## src/ntsc_pkg.sv

```systemverilog
// ============================================================================
// ntsc_pkg
// Shared types, constants, font and control program for the decimal number
// to scrolling display column renderer.
// ============================================================================
package ntsc_pkg;

    // Strip and window geometry.
    localparam int MaxDigits   = 5;
    localparam int ViewCols    = 5;
    localparam int LastStripCol = 19;

    // Field widths of the channels.
    localparam int ValueW  = 16;
    localparam int OffsetW = 8;
    localparam int IndexW  = 3;
    localparam int PatW    = 7;
    localparam int CountW  = 3;

    // Program counter width and the entry points of the control program.
    localparam int PcW = 4;
    localparam logic [PcW-1:0] PC_IDLE  = 4'd0;
    localparam logic [PcW-1:0] PC_DIV0  = 4'd1;
    localparam logic [PcW-1:0] PC_EMIT0 = 4'd6;

    // Reciprocal of ten, scaled by two to the power of 19, exact for 16-bit values.
    localparam logic [32:0] RecipTen = 33'd52429;
    localparam int          RecipShift = 19;

    // Datapath operation of one step.
    typedef enum logic [1:0] {
        OP_IDLE,
        OP_DIV,
        OP_EMIT
    } t_op;

    // Sequencing condition of one step.
    typedef enum logic [1:0] {
        CD_WAIT_IN,
        CD_IF_ZERO,
        CD_WAIT_OUT,
        CD_WAIT_OUT_END
    } t_cond;

    // One control word.
    typedef struct packed {
        t_op              op;
        t_cond            cond;
        logic [IndexW-1:0] col;
        logic [PcW-1:0]   target;
    } t_uop;

    // Status returned from the datapath to the sequencer.
    typedef struct packed {
        logic in_beat;
        logic val_zero;
        logic out_free;
    } t_stat;

    // Three glyph columns for each decimal digit, bit 0 is the top row.
    localparam logic [PatW-1:0] FONT [10][3] = '{
        '{7'h3e, 7'h22, 7'h3e},
        '{7'h24, 7'h3e, 7'h20},
        '{7'h3a, 7'h2a, 7'h2e},
        '{7'h2a, 7'h2a, 7'h3e},
        '{7'h0e, 7'h08, 7'h3e},
        '{7'h2e, 7'h2a, 7'h3a},
        '{7'h3e, 7'h2a, 7'h3a},
        '{7'h02, 7'h02, 7'h3e},
        '{7'h3e, 7'h2a, 7'h3e},
        '{7'h0e, 7'h0a, 7'h3e}
    };

    // Column of a digit cell: phase zero is the blank spacer column.
    function automatic logic [PatW-1:0] font_col(input logic [3:0] digit,
                                                 input logic [1:0] phase);
        logic [1:0]      glyph_col;
        logic [PatW-1:0] pat;
        glyph_col = phase - 2'd1;
        pat       = '0;
        if (digit <= 4'd9 && phase != 2'd0) begin
            pat = FONT[digit][glyph_col];
        end
        return pat;
    endfunction

    // Control program: accept, up to five divide steps, five emit steps.
    function automatic t_uop ntsc_rom(input logic [PcW-1:0] pc);
        t_uop w;
        w = '{op: OP_IDLE, cond: CD_WAIT_IN, col: 3'd0, target: PC_IDLE};
        unique case (pc)
            4'd0: w = '{op: OP_IDLE, cond: CD_WAIT_IN,  col: 3'd0, target: PC_DIV0};
            4'd1: w = '{op: OP_DIV,  cond: CD_IF_ZERO,  col: 3'd0, target: PC_EMIT0};
            4'd2: w = '{op: OP_DIV,  cond: CD_IF_ZERO,  col: 3'd0, target: PC_EMIT0};
            4'd3: w = '{op: OP_DIV,  cond: CD_IF_ZERO,  col: 3'd0, target: PC_EMIT0};
            4'd4: w = '{op: OP_DIV,  cond: CD_IF_ZERO,  col: 3'd0, target: PC_EMIT0};
            4'd5: w = '{op: OP_DIV,  cond: CD_IF_ZERO,  col: 3'd0, target: PC_EMIT0};
            4'd6: w = '{op: OP_EMIT, cond: CD_WAIT_OUT, col: 3'd0, target: PC_IDLE};
            4'd7: w = '{op: OP_EMIT, cond: CD_WAIT_OUT, col: 3'd1, target: PC_IDLE};
            4'd8: w = '{op: OP_EMIT, cond: CD_WAIT_OUT, col: 3'd2, target: PC_IDLE};
            4'd9: w = '{op: OP_EMIT, cond: CD_WAIT_OUT, col: 3'd3, target: PC_IDLE};
            4'd10: w = '{op: OP_EMIT, cond: CD_WAIT_OUT_END, col: 3'd4, target: PC_IDLE};
            default: w = '{op: OP_IDLE, cond: CD_IF_ZERO, col: 3'd0, target: PC_IDLE};
        endcase
        return w;
    endfunction

endpackage

```

## src/ntsc_if.sv

```systemverilog
// ============================================================================
// ntsc_if
// Valid/ready channels: the number input and the display column output.
// ============================================================================
interface ntsc_in_if;
    logic               valid;
    logic               ready;
    logic [15:0]        value;
    logic signed [7:0]  scroll_offset;

    modport source (output valid, output value, output scroll_offset, input ready);
    modport sink   (input valid, input value, input scroll_offset, output ready);
endinterface

interface ntsc_out_if;
    logic       valid;
    logic       ready;
    logic [2:0] column_index;
    logic [6:0] column_pattern;
    logic [2:0] digit_count;
    logic       last;

    modport source (output valid, output column_index, output column_pattern,
                    output digit_count, output last, input ready);
    modport sink   (input valid, input column_index, input column_pattern,
                    input digit_count, input last, output ready);
endinterface

```

## src/number_to_scroll_columns.sv

```systemverilog
// ============================================================================
// number_to_scroll_columns
// Renders a 16-bit value as decimal digits into a 20-column strip and sends
// the five display columns seen at a signed scroll offset.
// ============================================================================
//  Channel  Dir  Beat carries
//  i_in     in   value[15:0], scroll_offset[7:0] signed
//  o_out    out  column_index[2:0], column_pattern[6:0], digit_count[2:0], last
//
//  Each item runs one accept step, then one divide-by-ten step per digit
//  plus a final zero test when there are fewer than five digits (at most
//  five steps), then five column steps. Divide steps use the shared divide
//  unit; each column step waits while the output beat is not taken.
//  Reset is synchronous and active low and returns the program to its
//  accept step with the output register empty.
// ============================================================================
module number_to_scroll_columns (
    input  logic        i_clk,
    input  logic        i_rst_n,
    ntsc_in_if.sink     i_in,
    ntsc_out_if.source  o_out
);
    import ntsc_pkg::*;

    t_uop  uop;
    t_stat stat;

    // Control program sequencer.
    ntsc_seq u_seq (
        .i_clk   (i_clk),
        .i_rst_n (i_rst_n),
        .i_stat  (stat),
        .o_uop   (uop)
    );

    // Datapath.
    ntsc_datapath u_dp (
        .i_clk   (i_clk),
        .i_rst_n (i_rst_n),
        .i_uop   (uop),
        .o_stat  (stat),
        .i_in    (i_in),
        .o_out   (o_out)
    );

endmodule

```

## src/ntsc_seq.sv

```systemverilog
// ============================================================================
// ntsc_seq
// Step counter and control program store; issues one control word a cycle.
// ============================================================================
module ntsc_seq (
    input  logic           i_clk,
    input  logic           i_rst_n,
    input  ntsc_pkg::t_stat i_stat,
    output ntsc_pkg::t_uop  o_uop
);
    import ntsc_pkg::*;

    logic [PcW-1:0] r_pc;
    logic [PcW-1:0] n_pc;
    t_uop           uop;

    // Fetch the control word of the current step.
    assign uop   = ntsc_rom(r_pc);
    assign o_uop = uop;

    // Next step: fall through, hold while waiting, or jump.
    always_comb begin
        n_pc = r_pc + 4'd1;
        unique case (uop.cond)
            CD_WAIT_IN: begin
                if (!i_stat.in_beat) n_pc = r_pc;
            end
            CD_IF_ZERO: begin
                if (i_stat.val_zero) n_pc = uop.target;
            end
            CD_WAIT_OUT: begin
                if (!i_stat.out_free) n_pc = r_pc;
            end
            CD_WAIT_OUT_END: begin
                n_pc = i_stat.out_free ? uop.target : r_pc;
            end
            default: n_pc = PC_IDLE;
        endcase
    end

    // Step counter.
    always_ff @(posedge i_clk) begin
        if (!i_rst_n) begin
            r_pc <= PC_IDLE;
        end else begin
            r_pc <= n_pc;
        end
    end

endmodule

```

## src/ntsc_datapath.sv

```systemverilog
// ============================================================================
// ntsc_datapath
// Value register, divide-by-ten unit, digit slots, column render and the
// output register, all steered by the current control word.
// ============================================================================
module ntsc_datapath (
    input  logic            i_clk,
    input  logic            i_rst_n,
    input  ntsc_pkg::t_uop  i_uop,
    output ntsc_pkg::t_stat o_stat,
    ntsc_in_if.sink         i_in,
    ntsc_out_if.source      o_out
);
    import ntsc_pkg::*;

    logic [ValueW-1:0]  r_val;
    logic signed [OffsetW-1:0] r_off;
    logic [CountW-1:0]  r_ndig;
    logic [3:0]         r_digs [MaxDigits];

    logic               r_out_valid;
    logic [IndexW-1:0]  r_out_index;
    logic [PatW-1:0]    r_out_pat;
    logic [CountW-1:0]  r_out_count;
    logic               r_out_last;

    logic               in_beat;
    logic               out_free;
    logic               val_zero;

    logic [32:0]        prod;
    logic [12:0]        quot;
    logic [ValueW-1:0]  quot10;
    logic [ValueW-1:0]  rem;
    logic [2:0]         slot_wr;

    logic signed [OffsetW:0] col;
    logic [2:0]         slot_rd;
    logic [1:0]         phase;
    logic [3:0]         fill_sum;
    logic               col_in_strip;
    logic [PatW-1:0]    pat;

    // Handshake and status.
    assign i_in.ready = (i_uop.op == OP_IDLE);
    assign in_beat    = i_in.valid && i_in.ready;
    assign out_free   = !r_out_valid || o_out.ready;
    assign val_zero   = (r_val == '0);
    assign o_stat     = '{in_beat: in_beat, val_zero: val_zero, out_free: out_free};

    // Divide by ten through the scaled reciprocal; remainder by back-multiply.
    always_comb begin
        prod    = {17'd0, r_val} * RecipTen;
        quot    = prod[RecipShift+12:RecipShift];
        quot10  = {quot, 3'b000} + {2'b00, quot, 1'b0};
        rem     = r_val - quot10;
        slot_wr = 3'(MaxDigits - 1) - r_ndig;
    end

    // Strip column for the current window position and its pattern.
    always_comb begin
        col          = {r_off[OffsetW-1], r_off} + $signed({6'd0, i_uop.col});
        col_in_strip = (col >= 0) && (col <= $signed(9'(LastStripCol)));
        slot_rd      = col[4:2];
        phase        = col[1:0];
        fill_sum     = {1'b0, slot_rd} + {1'b0, r_ndig};
        pat          = '0;
        if (col_in_strip && fill_sum >= 4'(MaxDigits)) begin
            pat = font_col(r_digs[slot_rd], phase);
        end
    end

    // Value, offset, digit count and digit slots.
    always_ff @(posedge i_clk) begin
        if (!i_rst_n) begin
            r_ndig <= '0;
        end else begin
            if (in_beat) begin
                r_val  <= i_in.value;
                r_off  <= i_in.scroll_offset;
                r_ndig <= '0;
            end else if (i_uop.op == OP_DIV && !val_zero) begin
                r_val            <= {3'b000, quot};
                r_digs[slot_wr]  <= rem[3:0];
                r_ndig           <= r_ndig + 3'd1;
            end
        end
    end

    // Output register: loads a column beat on an emit step when the slot is free.
    always_ff @(posedge i_clk) begin
        if (!i_rst_n) begin
            r_out_valid <= 1'b0;
        end else begin
            if (i_uop.op == OP_EMIT && out_free) begin
                r_out_valid <= 1'b1;
                r_out_index <= i_uop.col;
                r_out_pat   <= pat;
                r_out_count <= r_ndig;
                r_out_last  <= (i_uop.col == 3'(ViewCols - 1));
            end else if (o_out.ready) begin
                r_out_valid <= 1'b0;
            end
        end
    end

    assign o_out.valid          = r_out_valid;
    assign o_out.column_index   = r_out_index;
    assign o_out.column_pattern = r_out_pat;
    assign o_out.digit_count    = r_out_count;
    assign o_out.last           = r_out_last;

endmodule

```

## src/flat_wrapper.sv

```systemverilog
// flat-port wrapper written by rule: the top's interface ports become plain ports
module number_to_scroll_columns_flat import ntsc_pkg::*;
  (i_clk, i_rst_n, i_in_valid, i_in_value, i_in_scroll_offset, i_in_ready, o_out_valid, o_out_column_index, o_out_column_pattern, o_out_digit_count, o_out_last, o_out_ready);
  ntsc_in_if i_in_i ();
  ntsc_out_if o_out_i ();
  input  logic i_clk;
  input  logic i_rst_n;
  input wire logic [$bits(i_in_i.valid)-1:0] i_in_valid;
  input wire logic [$bits(i_in_i.value)-1:0] i_in_value;
  input wire logic [$bits(i_in_i.scroll_offset)-1:0] i_in_scroll_offset;
  output wire logic [$bits(i_in_i.ready)-1:0] i_in_ready;
  output wire logic [$bits(o_out_i.valid)-1:0] o_out_valid;
  output wire logic [$bits(o_out_i.column_index)-1:0] o_out_column_index;
  output wire logic [$bits(o_out_i.column_pattern)-1:0] o_out_column_pattern;
  output wire logic [$bits(o_out_i.digit_count)-1:0] o_out_digit_count;
  output wire logic [$bits(o_out_i.last)-1:0] o_out_last;
  input wire logic [$bits(o_out_i.ready)-1:0] o_out_ready;
  assign i_in_i.valid = i_in_valid;
  assign i_in_i.value = i_in_value;
  assign i_in_i.scroll_offset = i_in_scroll_offset;
  assign i_in_ready = i_in_i.ready;
  assign o_out_valid = o_out_i.valid;
  assign o_out_column_index = o_out_i.column_index;
  assign o_out_column_pattern = o_out_i.column_pattern;
  assign o_out_digit_count = o_out_i.digit_count;
  assign o_out_last = o_out_i.last;
  assign o_out_i.ready = o_out_ready;
  number_to_scroll_columns u_core (.i_clk(i_clk), .i_rst_n(i_rst_n), .i_in(i_in_i), .o_out(o_out_i));
endmodule
```

## config.mk

```make
export PLATFORM = sky130hd
export DESIGN_NAME = number_to_scroll_columns_flat
export DESIGN_NICKNAME = d
export VERILOG_FILES = /design/src/ntsc_pkg.sv /design/src/ntsc_if.sv /design/src/number_to_scroll_columns.sv /design/src/ntsc_seq.sv /design/src/ntsc_datapath.sv /design/src/flat_wrapper.sv
export SDC_FILE = /design/constraint.sdc
export NUM_CORES = 1
export LEC_CHECK = 0
export ABC_AREA = 1
export ABC_CLOCK_PERIOD_IN_PS = 7700
export BUFFER_PORTS_ARGS = -buffer_cell sky130_fd_sc_hd__buf_2
export CORE_ASPECT_RATIO = 0.6
export CORE_UTILIZATION = 50
export DETAILED_ROUTE_END_ITERATION = 8
export PLACE_DENSITY = 0.75
export REMOVE_ABC_BUFFERS = 1
export SYNTH_ARGS = -nofsm -noshare
export SYNTH_HDL_FRONTEND = slang
export SYNTH_SLANG_ARGS = --single-unit
```

## constraint.sdc

```tcl
create_clock -name i_clk -period 7.7 [get_ports i_clk]
set_input_delay 1.155 -clock i_clk [delete_from_list [all_inputs] [get_ports i_clk]]
set_output_delay 1.155 -clock i_clk [all_outputs]
set_load 0.02 [all_outputs]
```

==> impl_metrics.env <==
export IMPL_synth_area_um2=8620
export IMPL_finalNonFillerCells=1270
export IMPL_clk_pin_slew_ps=60
export IMPL_yosys_top_cells_area="ha_1 23%, edfxtp_1 20%, fa_1 19%"
export IMPL_yosysTopAreaCell="ha_1"
export IMPL_cts_buffers=9
export IMPL_via_per_inst=5.32
export IMPL_synthTopCellsByCount="229 x inv_1, 167 x nand2_1, 158 x ha_1"
export IMPL_ant_nets=0
export IMPL_place_congestion=0.984
export IMPL_setup_viol=0
export IMPL_port_buffers=41
export IMPL_vias=6759
export IMPL_routed_wirelength_um=22500
export IMPL_track_usage_pct=27.3
export IMPL_dp_hpwl_um=19300
export IMPL_synth_edf_count=56
export IMPL_netlist_cell_type_count=43
export IMPL_cpPeakStageDelay_ps=570
export IMPL_slew_violations=0
export IMPL_hold_viol=0
export IMPL_netlist_area_leader_share_pct=22.9
export IMPL_nets=1305
export IMPL_max_freq_mhz=153
export IMPL_synth_seq_area_share_pct=23.0
export IMPL_path_class="reg2reg"
export IMPL_area_growth_pct=8.93
export IMPL_h_tree_depth=3
export IMPL_crit_required_ps=7770
export IMPL_cts_hold_buffers=0
export IMPL_fin_crit_sh_pct=84.9
export IMPL_fin_area_um2=9390
export IMPL_postCtsSetupBuffers=0
export IMPL_fill_cells=1511
export IMPL_grt_max_degree=22
export IMPL_die_y_um=104
export IMPL_syn_avg_cell_area_um2=8.73
export IMPL_path_buf_inv=5
export IMPL_post_route_min_period_ps=6530
export IMPL_cts_root_buf="clkbuf_16"
export IMPL_yosysWarnings=0
export IMPL_multiInputGateArea_um2=5740
export IMPL_num_io_pins=44
export IMPL_rows=36
export IMPL_die_area_um2=17800
export IMPL_ys_flop_type="edfxtp_1"
export IMPL_setup_tns_ps=0
export IMPL_startpoint_type="flop"
export IMPL_layout_drive_gt1_share_pct=8.35
export IMPL_overflow=0
export IMPL_core_area_um2=16500
export IMPL_cts_sinks=71
export IMPL_dp_cells=1254
export IMPL_cp_end_kind="flop"
export IMPL_cts_resized_gates=0
export IMPL_antenna_found_initial=0
export IMPL_rsz0062_at_grt="no"
export IMPL_tritoncts="done"
export IMPL_netlist_instances=987
export IMPL_drc=0
export IMPL_crit_fanout=7
export IMPL_cp_cell_sequence="inv_1 > ha_1 > fa_1 > inv_1 > fa_1 > fa_1 > inv_1 > fa_1 > fa_1 > ha_1 > nand2_1 > nor2_1 > inv_1 > o21ai_0 > a21o_1 > xor2_1 > ha_1 > xnor2_1 > nand3b_1 > nand2_1 > xor2_1 > inv_1"
export IMPL_crit_family="adder cells"
export IMPL_dpl_instance_area_um2=9100
export IMPL_fin_skew_ps=8.47
export IMPL_min_path_type="reg2reg"
export IMPL_clk_path_buf_depth=2
export IMPL_status="complete, no violations"
export IMPL_worst_pin_slew_ps=1200
export IMPL_die_x_um=172
export IMPL_clk_latency_ps=340
export IMPL_slowest_stage="fa_1"
export IMPL_antenna_cells=0
export IMPL_relSlewSlack_pct=19.4
export IMPL_grt_pass1_vias=6611
export IMPL_ff_latch_area_um2=1980
export IMPL_start_util_pct=52.1
export IMPL_async_reset_ff_share_pct=0
export IMPL_drtIter0Drc=551
export IMPL_grt_pass1_wl_um=36300
export IMPL_dr_pass1_iters=5
export IMPL_worst_ep_arrival_time_ps=6600
export IMPL_synth_most_common_cell="inv_1"
export IMPL_wl_per_cell_um=17.7
export IMPL_ys_ff_latch=71
export IMPL_cap_viol_max_count=0
## kinds of logic after synthesis
logic type,count (synthesis),synth area share (%)
other,1,0.0435
XOR/XNOR,15,1.52
AO/OA/AOI/OAI,102,6.76
flip-flops,71,23.0
buffers and inverters,238,10.5
adder cells (fa/ha/maj),240,42.0
AND/OR/NAND/NOR,320,16.2
## layout make-up
type,count,area share (%)
Multi-Input combinational cell,679,61.1
Sequential cell,71,21.1
Inverter,233,9.34
Tap cell,228,3.04
Clock buffer,11,2.71
Timing Repair Buffer,43,2.35
Clock inverter,5,0.346
## metal layers
metal  global-route usage [%]  vias to the layer above  share of wire (%)
li1                         -                     3243                  -
met5                        0                        -                  0
met1                     44.2                     3158                 48
met4                     3.13                        0               0.71
met2                     34.4                      342                 37
met3                     10.1                       16                 14
## sequential cells by signal, summed over array words and instances, names as in the netlist
register / cells
u_core.u_dp.o_out.column_pattern: 5
u_core.u_dp.o_out.digit_count: 3
u_core.u_dp.o_out.last: 1
u_core.u_dp.r_off: 8
u_core.u_seq.o_uop: 7
u_core.u_dp.r_val: 16
u_core.u_dp.r_digs: 20
u_core.u_dp.o_out.valid: 1
u_core.u_dp.o_out.column_index: 3
u_core.u_seq.r_pc: 4
u_core.u_dp.r_ndig: 3
## path summary, 6_finish.rpt
check	end	from	depth (start not counted)	slack (ps)
worst max-delay path	u_core.u_dp.r_digs[0][3]$_DFFE_PP_	u_core.u_dp.r_val[5]$_DFFE_PP_	22	1170
worst min-delay path	u_core.u_dp.o_out.column_index[2]$_DFFE_PP_	u_core.u_seq.o_uop[6]$_SDFF_PP0_	0	540
worst max register to register	u_core.u_dp.r_digs[0][3]$_DFFE_PP_	u_core.u_dp.r_val[5]$_DFFE_PP_	22	1170
worst min register to register	u_core.u_dp.o_out.column_index[2]$_DFFE_PP_	u_core.u_seq.o_uop[6]$_SDFF_PP0_	0	540
## layout by cell type, fill, tap and decap left out, types with 6 or more instances in the layout
cell type	count
clkbuf_16	10
dfxtp_1	15
nand2_2	6
nand3_1	43
o21ai_0	32
or2_2	7
xnor2_1	8
nor3_1	11
edfxtp_1	56
xor2_1	7
inv_1	229
ha_1	158
a21oi_1	44
buf_2	41
nand2_1	167
nand4_1	10
nor2_1	60
fa_1	82
## worst reg2reg max path, delay by kind of cell (launching register included)
kind / cells / cell delay [ps]
AO/OA/AOI/OAI: 2 / 390
XOR/XNOR: 3 / 670
adder cells (fa/ha/maj): 8 / 3710
buffers and inverters: 5 / 410
flip-flops: 1 / 560
AND/OR/NAND/NOR: 4 / 520
## per-stage QoR
step	worst slack [ps]	hold slack, ps	util (%)
after detailed placement	1330	532	55.1
after global routing	965	550	56.8
after CTS	1310	541	56.8
final	1170	538	56.8
after global placement	1420	526	55.1
after floorplan	2120	429	-
Power is left out: the tool's default activity adds up to more than one toggle a clock period on the data nets, which glitch-free logic cannot reach.
